===== src/design/ttb_pkg.sv =====
// Shared types and codes for the trace timestamp back-patcher.
package ttb_pkg;

    // Input action codes
    localparam logic ACT_TOKEN = 1'b0;
    localparam logic ACT_FLUSH = 1'b1;

    // Token kinds
    localparam logic [3:0] TT_MISC      = 4'd0;
    localparam logic [3:0] TT_TIMESTAMP = 4'd1;

    // Miscellaneous sub-kinds
    localparam logic [3:0] MK_TIME_RESET = 4'd1;
    localparam logic [3:0] MK_ADVANCE_A  = 4'd2;
    localparam logic [3:0] MK_ADVANCE_B  = 4'd4;
    localparam logic [3:0] MK_ADVANCE_C  = 4'd5;

    // Time granule: one delta tick is four time units (a shift of two)
    localparam int          TICK_SHIFT = 2;
    localparam logic [63:0] TIME_STEP  = 64'd4;

    typedef enum logic [1:0] {
        ST_TIMED      = 2'd0,
        ST_SKIPPED    = 2'd1,
        ST_UNRESOLVED = 2'd2,
        ST_DROPPED    = 2'd3
    } t_status;

    typedef enum logic [1:0] {
        S_IDLE,
        S_TS,
        S_REL,
        S_FLUSH
    } t_state;

    typedef struct packed {
        logic        action;
        logic [3:0]  token_type;
        logic [3:0]  misc_kind;
        logic [15:0] delta_ticks;
        logic [63:0] timestamp;
    } t_in_item;

    typedef struct packed {
        logic [63:0] token_time;
        t_status     status;
        logic        last;
    } t_out_item;

    // Controls from the sequencer to the hold chain
    typedef struct packed {
        logic wr_en;
        logic shift;
    } t_chain_ctl;

endpackage


===== src/design/trace_timestamp_backpatcher.sv =====
// Top level of the trace timestamp back-patcher: sequencer, time registers, hold chain.
//
//  channel | valid       | ready       | payload     | moves
//  --------+-------------+-------------+-------------+------------------------------
//  input   | i_in_valid  | o_in_ready  | i_in_data   | one trace token or a flush
//  output  | o_out_valid | i_out_ready | o_out_data  | one released token result
//
//  Flow: an ordinary token is one transfer per cycle while results are taken.
//  A timestamp is accepted, the time is rewound in S_TS, then S_REL releases
//  each held token in turn while the output is free, and the timestamp result
//  last. A flush releases each held token as unresolved from S_FLUSH. The
//  release path adds the head cell's delta to the running time in a 64-bit adder.
//  Reset is synchronous, active low; it clears the time registers, the window,
//  the held count and the output valid flag. The hold cells keep stale data.
//  A stalled output holds its result; the input is taken only when the output
//  register is empty or being drained in the same cycle.
module trace_timestamp_backpatcher #(
    parameter int HOLD_DEPTH = 32,
    parameter int DELTA_BITS = 16
) (
    input  logic                i_clk,
    input  logic                i_rst_n,
    input  logic                i_in_valid,
    output logic                o_in_ready,
    input  ttb_pkg::t_in_item   i_in_data,
    output logic                o_out_valid,
    input  logic                i_out_ready,
    output ttb_pkg::t_out_item  o_out_data
);

    // Held count reaches HOLD_DEPTH itself
    localparam int CNT_W = $clog2(HOLD_DEPTH + 1);

    ttb_pkg::t_state     r_state, n_state;
    logic [63:0]         r_base, n_base;
    logic [63:0]         r_rel, n_rel;
    logic                r_win, n_win;
    logic [CNT_W-1:0]    r_cnt, n_cnt;
    logic [63:0]         r_diff, n_diff;      // timestamp minus base, before rounding
    logic                r_first, n_first;    // next release is the window opener
    logic                r_out_valid, n_out_valid;
    ttb_pkg::t_out_item  r_out_data, n_out_data;

    ttb_pkg::t_chain_ctl   w_ctl;
    logic [DELTA_BITS-1:0] w_head_delta;
    logic [31:0]           w_delta_ext;
    logic [DELTA_BITS-1:0] w_delta;
    logic [63:0]           w_in_adv;
    logic [63:0]           w_head_adv;
    logic                  w_out_free;
    logic                  w_accept;
    logic                  w_adv_kind;
    logic                  w_reset_kind;
    logic                  w_full;
    logic [63:0]           w_rel_time;

    // Only the low DELTA_BITS of the delta field count
    assign w_delta_ext = 32'(i_in_data.delta_ticks);
    assign w_delta     = w_delta_ext[DELTA_BITS-1:0];
    assign w_in_adv    = 64'(w_delta) << ttb_pkg::TICK_SHIFT;
    assign w_head_adv  = 64'(w_head_delta) << ttb_pkg::TICK_SHIFT;

    assign w_out_free  = !r_out_valid || i_out_ready;
    assign o_in_ready  = (r_state == ttb_pkg::S_IDLE) && w_out_free;
    assign w_accept    = i_in_valid && o_in_ready;

    assign w_reset_kind = (i_in_data.token_type == ttb_pkg::TT_MISC)
                       && (i_in_data.misc_kind == ttb_pkg::MK_TIME_RESET);
    assign w_adv_kind   = (i_in_data.token_type == ttb_pkg::TT_MISC)
                       && ((i_in_data.misc_kind == ttb_pkg::MK_ADVANCE_A)
                        || (i_in_data.misc_kind == ttb_pkg::MK_ADVANCE_B)
                        || (i_in_data.misc_kind == ttb_pkg::MK_ADVANCE_C));
    assign w_full       = (r_cnt == CNT_W'(HOLD_DEPTH));

    // Release time: the opener goes out at the rewound time, later slots add their delta
    assign w_rel_time = r_first ? r_rel : (r_rel + w_head_adv);

    always_ff @(posedge i_clk) begin
        if (!i_rst_n) begin
            r_state     <= ttb_pkg::S_IDLE;
            r_base      <= '0;
            r_rel       <= '0;
            r_win       <= 1'b0;
            r_cnt       <= '0;
            r_out_valid <= 1'b0;
        end else begin
            r_state     <= n_state;
            r_base      <= n_base;
            r_rel       <= n_rel;
            r_win       <= n_win;
            r_cnt       <= n_cnt;
            r_out_valid <= n_out_valid;
        end
    end

    always_ff @(posedge i_clk) begin
        r_diff     <= n_diff;
        r_first    <= n_first;
        r_out_data <= n_out_data;
    end

    always_comb begin
        n_state     = r_state;
        n_base      = r_base;
        n_rel       = r_rel;
        n_win       = r_win;
        n_cnt       = r_cnt;
        n_diff      = r_diff;
        n_first     = r_first;
        n_out_valid = r_out_valid;
        n_out_data  = r_out_data;
        w_ctl       = '0;

        if (r_out_valid && i_out_ready) begin
            n_out_valid = 1'b0;
        end

        unique case (r_state)
            ttb_pkg::S_IDLE: begin
                if (w_accept) begin
                    if (i_in_data.action == ttb_pkg::ACT_FLUSH) begin
                        // Back to reset state; the count drives the unresolved burst
                        n_base = '0;
                        n_rel  = '0;
                        n_win  = 1'b0;
                        if (r_cnt != '0) begin
                            n_state = ttb_pkg::S_FLUSH;
                        end
                    end else if (i_in_data.token_type == ttb_pkg::TT_TIMESTAMP) begin
                        if (!r_win && (r_base != '0)) begin
                            n_out_valid           = 1'b1;
                            n_out_data.token_time = '0;
                            n_out_data.status     = ttb_pkg::ST_SKIPPED;
                            n_out_data.last       = 1'b1;
                        end else begin
                            // First timestamp fixes base so that ts - base equals rel
                            if (r_base == '0) begin
                                n_base = i_in_data.timestamp - r_rel;
                                n_diff = r_rel;
                            end else begin
                                n_diff = i_in_data.timestamp - r_base;
                            end
                            n_state = ttb_pkg::S_TS;
                        end
                    end else if (r_win) begin
                        if (w_full) begin
                            n_out_valid           = 1'b1;
                            n_out_data.token_time = '0;
                            n_out_data.status     = ttb_pkg::ST_DROPPED;
                            n_out_data.last       = 1'b1;
                        end else begin
                            w_ctl.wr_en = 1'b1;
                            n_cnt       = r_cnt + CNT_W'(1);
                            if (w_adv_kind) begin
                                n_rel = r_rel + w_in_adv;
                            end
                        end
                    end else begin
                        n_rel = r_rel + w_in_adv;
                        if (w_reset_kind) begin
                            // Window opener lands in slot 0 (count is zero here)
                            w_ctl.wr_en = 1'b1;
                            n_win       = 1'b1;
                            n_cnt       = CNT_W'(1);
                        end else begin
                            n_out_valid           = 1'b1;
                            n_out_data.token_time = r_rel + w_in_adv;
                            n_out_data.status     = ttb_pkg::ST_TIMED;
                            n_out_data.last       = 1'b1;
                        end
                    end
                end
            end

            ttb_pkg::S_TS: begin
                // Round down to the tick granule, then step back one granule
                n_rel   = {r_diff[63:2], 2'b00} - ttb_pkg::TIME_STEP;
                n_first = 1'b1;
                n_state = ttb_pkg::S_REL;
            end

            ttb_pkg::S_REL: begin
                if (w_out_free) begin
                    n_out_valid = 1'b1;
                    if (r_cnt != '0) begin
                        n_rel                 = w_rel_time;
                        n_out_data.token_time = w_rel_time;
                        n_out_data.status     = ttb_pkg::ST_TIMED;
                        n_out_data.last       = 1'b0;
                        w_ctl.shift           = 1'b1;
                        n_first               = 1'b0;
                        n_cnt                 = r_cnt - CNT_W'(1);
                    end else begin
                        // The timestamp itself closes the burst
                        n_out_data.token_time = r_rel;
                        n_out_data.status     = ttb_pkg::ST_TIMED;
                        n_out_data.last       = 1'b1;
                        n_win                 = 1'b0;
                        n_state               = ttb_pkg::S_IDLE;
                    end
                end
            end

            ttb_pkg::S_FLUSH: begin
                if (w_out_free) begin
                    n_out_valid           = 1'b1;
                    n_out_data.token_time = '0;
                    n_out_data.status     = ttb_pkg::ST_UNRESOLVED;
                    n_out_data.last       = (r_cnt == CNT_W'(1));
                    n_cnt                 = r_cnt - CNT_W'(1);
                    if (r_cnt == CNT_W'(1)) begin
                        n_state = ttb_pkg::S_IDLE;
                    end
                end
            end

            default: begin
                n_state = ttb_pkg::S_IDLE;
            end
        endcase
    end

    ttb_hold_chain #(
        .HOLD_DEPTH (HOLD_DEPTH),
        .DELTA_BITS (DELTA_BITS),
        .CNT_W      (CNT_W)
    ) u_chain (
        .i_clk        (i_clk),
        .i_ctl        (w_ctl),
        .i_wr_idx     (r_cnt),
        .i_wr_delta   (w_delta),
        .o_head_delta (w_head_delta)
    );

    assign o_out_valid = r_out_valid;
    assign o_out_data  = r_out_data;

endmodule


===== src/design/ttb_cell.sv =====
// One hold cell: a delta register that loads locally or takes its right neighbor's value.
module ttb_cell #(
    parameter int W = 16
) (
    input  logic         i_clk,
    input  logic         i_load,
    input  logic [W-1:0] i_load_data,
    input  logic         i_shift,
    input  logic [W-1:0] i_shift_data,
    output logic [W-1:0] o_data
);

    logic [W-1:0] r_data;

    always_ff @(posedge i_clk) begin
        if (i_load) begin
            r_data <= i_load_data;
        end else if (i_shift) begin
            r_data <= i_shift_data;
        end
    end

    assign o_data = r_data;

endmodule


===== src/design/ttb_hold_chain.sv =====
// Row of hold cells: indexed write of held deltas, shift toward the head on release.
module ttb_hold_chain #(
    parameter int HOLD_DEPTH = 32,
    parameter int DELTA_BITS = 16,
    parameter int CNT_W      = 6
) (
    input  logic                  i_clk,
    input  ttb_pkg::t_chain_ctl   i_ctl,
    input  logic [CNT_W-1:0]      i_wr_idx,
    input  logic [DELTA_BITS-1:0] i_wr_delta,
    output logic [DELTA_BITS-1:0] o_head_delta
);

    logic [DELTA_BITS-1:0] w_data [HOLD_DEPTH];

    for (genvar g = 0; g < HOLD_DEPTH; g++) begin : g_cell
        logic [DELTA_BITS-1:0] w_next;
        logic                  w_load;

        if (g == HOLD_DEPTH - 1) begin : g_tail
            assign w_next = '0;
        end else begin : g_mid
            assign w_next = w_data[g+1];
        end

        assign w_load = i_ctl.wr_en && (i_wr_idx == CNT_W'(g));

        ttb_cell #(
            .W(DELTA_BITS)
        ) u_cell (
            .i_clk        (i_clk),
            .i_load       (w_load),
            .i_load_data  (i_wr_delta),
            .i_shift      (i_ctl.shift),
            .i_shift_data (w_next),
            .o_data       (w_data[g])
        );
    end

    assign o_head_delta = w_data[0];

endmodule


===== config.mk =====
export PLATFORM = sky130hd
export DESIGN_NAME = trace_timestamp_backpatcher
export DESIGN_NICKNAME = d
export VERILOG_FILES = /design/src/design/ttb_pkg.sv /design/src/design/trace_timestamp_backpatcher.sv /design/src/design/ttb_cell.sv /design/src/design/ttb_hold_chain.sv
export SDC_FILE = /design/constraint.sdc
export NUM_CORES = 2
export LEC_CHECK = 0
export BUFFER_PORTS_ARGS = -buffer_cell sky130_fd_sc_hd__buf_2
export CORE_MARGIN = 4
export CORE_UTILIZATION = 45
export DETAILED_ROUTE_END_ITERATION = 10
export PLACE_DENSITY = 0.66
export SETUP_SLACK_MARGIN = 0.1
export SLEW_MARGIN = 15
export SYNTH_ARGS = -nofsm -noshare
export SYNTH_HDL_FRONTEND = slang
export SYNTH_SLANG_ARGS = --single-unit

===== constraint.sdc =====
create_clock -name i_clk -period 4.84 [get_ports i_clk]
set_input_delay 0.242 -clock i_clk [delete_from_list [all_inputs] [get_ports i_clk]]
set_output_delay 0.242 -clock i_clk [all_outputs]
set_load 0.01 [all_outputs]

==> summary.md <==
| Metric | Value |
|---|---|
| Commonest non-fill, non-tap cells in the layout | `edfxtp_1 (641), mux2_2 (468), nand2_1 (439)` |
| CTS Root Cell | `clkbuf_16` |
| Async set-reset flop share out of synthesis | `0%` |
| Post-CTS setup buffer count | `0` |
| Setup slack, reg-to-reg | `460 ps` |
| Critical Path Fanout Max | `7` |
| Crit path kind | `flip-flop to flip-flop` |
| GR peak layer | `met2` |
| CP Capture Type | `flip-flop` |
| Gr ovfl total | `0` |
| Post-synthesis sequential area ratio | `48.3%` |
| Layout cell share with drive strength beyond 1 | `21.2%` |
| Most common cell after layout, fill and taps aside | `edfxtp_1` |
| Met2 usage | `43.1%` |
| Leading area contributor after synthesis | `edfxtp_1` |
| Hold slack | `51.8 ps` |
| Max-cap viol count | `0` |
| Vias in the first global route | `35069` |
| Power Density | `465 nW/µm²` |
| Via Count | `36443` |
| Final Hold Vio Count | `0` |
| DP Worst Slack | `655 ps` |
| Clock tree buffer depth | `3` |
| # setup viols final | `0` |
| Synth Area per Inst | `10.4 µm²` |
| I/O pin count | `162` |
| Clock skew | `37.3 ps` |
| Distinct cells, synth | `86` |
| Area contributors post-synth | `edfxtp_1 (42%), mux2_2 (12%), dfxtp_1 (6.0%)` |
| M1 GR Usage | `35.5%` |
| Mapped Cells | `4391` |
| # rows | `116` |
| Max VDD drop | `0.000410 V` |
| Core footprint | `100000 µm²` |
| Routed WL | `147000 µm` |
| Peak Freq | `228 MHz` |
| Worst-path cell chain | `ha_1, a21o_1, a21oi_1, o21ai_0, a2111oi_0, nor2_1, a211o_1, a21o_1, and2_0, a21oi_1, nor3b_1, o21ai_0, a21oi_1` |
| Crit path launch type | `flip-flop` |
| Routing usage on met3 | `6.10%` |
| Area grow syn2layout | `12.4%` |
| Final instance area | `51100 µm²` |
| Final Critical Period | `4380 ps` |
| Static Leak | `18.0 nW` |
| Starting Density | `45.4%` |
| Netlist Area Pre-Place | `45400 µm²` |
| Fin nets | `4788` |
| Worst Hold Class | `input pin to flip-flop` |
| Max Slew Vio Count | `0` |
| Syn. warnings | `0` |
| # clock sinks | `777` |
| First-pass GRT wire length | `220000 µm` |
| Placed Instances | `5730` |
| # DRC | `0` |
| Die X | `326 µm` |
| Clock edge transition at the registers on the reported setup and hold paths | `60 ps` |
| Most used cell, CP | `a21oi_1` |
| H-tree depth | `3` |
| Total track usage | `26.9%` |
| Avg WL per Cell | `25.0 µm` |
| DR pass1 iterations | `7` |
| Die ar. | `106000 µm²` |
| Skew-Pair Late Insertion Delay | `690 ps` |
| Die height | `326 µm` |
| Post-synth EDFFs | `641` |
| Initial antenna violation count | `9` |
| Status | `complete, no violations` |
| Initial drt markers | `4082` |
| CP max stage delay | `870 ps` |
| Top_reg_cell synth | `edfxtp_1` |
| Finished Core Util | `51.0%` |
| Gpl congestion | `1.01` |
| Period utilization | `90.4%` |
| RSZ-0062 raised after global routing | `false` |
| Total chip power | `23.8 mW` |
| Post-DP HPWL | `106000 µm` |
| Worst Tran Pin Value | `1230 ps` |
| Crit-path slowest cell | `a21oi_1` |
| CTS tree | `yes` |
| Routed Antenna Nets | `0` |
| CP Data Required Time | `5340 ps` |
| Pin count of the biggest net entering global routing | `124` |
| TritonCTS Buffers | `86` |
| Port buffer count | `161` |
| Setup TNS | `0 ps` |
| Fin cells | `5903` |
| Share of the synthesized area in the top cell type | `42.4%` |
| #FFs+latches synth | `777` |
| Slew margin rel. | `18.3%` |
| Fin worst setup slack | `463 ps` |
| Area after DPL | `48100 µm²` |
| DR vias/cell | `6.17` |
| CP Data Arrival Time | `4880 ps` |
[logic make-up after synthesis]
| logic type | share of synthesized area (%) |
|---|---|
| AND/OR/NAND/NOR | 12.0 |
| flip-flops | 48.3 |
| AO/OA/AOI/OAI | 15.2 |
| other | 0.0165 |
| buffers and inverters | 3.87 |
| XOR/XNOR | 4.07 |
| multiplexers | 11.8 |
| adder cells (fa/ha/maj) | 4.69 |
[flip-flops by register name (all words and copies together) (netlist names)]
register and flops:
r_first 1, r_diff 62, r_win 1, r_state 2, u_chain.g_cell.u_cell.o_data 512, o_out_data 66
r_base 64, r_rel 62, r_cnt 6, o_out_valid 1
[cell usage after synthesis, types with 24 or more instances]
library cell  count
edfxtp_1        641
mux2_2          468
nand2_1         439
o21ai_0         375
a21oi_1         294
clkbuf_1        257
nor2_1          255
inv_1           177
ha_1            167
dfxtp_1         136
xnor2_1         122
xor2_1           89
a21o_1           80
nor3_1           79
nand3_1          76
nand4_1          56
a31oi_1          48
nor4_1           44
a22oi_1          41
and2_1           33
o31ai_1          31
a211oi_1         30
o21bai_1         29
a221oi_1         28
o21a_1           28
and3_1           27
o22ai_1          27
nand2b_1         26
or3_1            26
nor2b_1          24
[where the power goes]
| part | internal, mW | switching (mW) | leakage [nW] |
|---|---|---|---|
| Clock | 3.84 | 2.97 | 1.42 |
| Sequential | 8.55 | 0.525 | 6.93 |
| Combinational | 2.52 | 5.36 | 9.64 |
[layout make-up]
class | instances | area [µm²]
inverters | 184 | 691
clock buffers | 105 | 2280
diodes | 8 | 20.0
fillers | 9003 | 49100
multi-input cells | 3153 | 21800
clock inverters | 54 | 627
well taps | 1298 | 1620
repair buffers | 324 | 2070
flip-flops and latches | 777 | 22000
[critical path, delay by kind of cell, from the launching register on]
family          cells  cell delay [ps]
simple gates        3              630
compound gates      9             2890
fa+ha+maj           1              260
flops               1              410
[per-layer routing]
| layer | vias up | wire [µm] |
|---|---|---|
| met5 | - | 51 |
| met4 | 8 | 6620 |
| met3 | 395 | 13600 |
| met2 | 1768 | 67300 |
| met1 | 17684 | 59800 |
| li1 | 16588 | - |
[repair_timing]
| action | 4_1_cts | 5_1_grt |
|---|---|---|
| hold buffers | 6 | 0 |
| hold endpoints to repair | 7 | 0 |
| gates resized for setup | 0 | 0 |
[worst paths after layout]
kind                                                            to          start  cells past startpoint
worst max-delay path                                     r_rel[43]       r_rel[3]                     13
worst min-delay path            u_chain.g_cell[0].u_cell.o_data[4]  i_in_data[68]                      2
worst max register to register                           r_rel[43]       r_rel[3]                     13
worst min register to register                          r_base[36]     r_base[36]                      2
(Power assumes the default switching activity.)
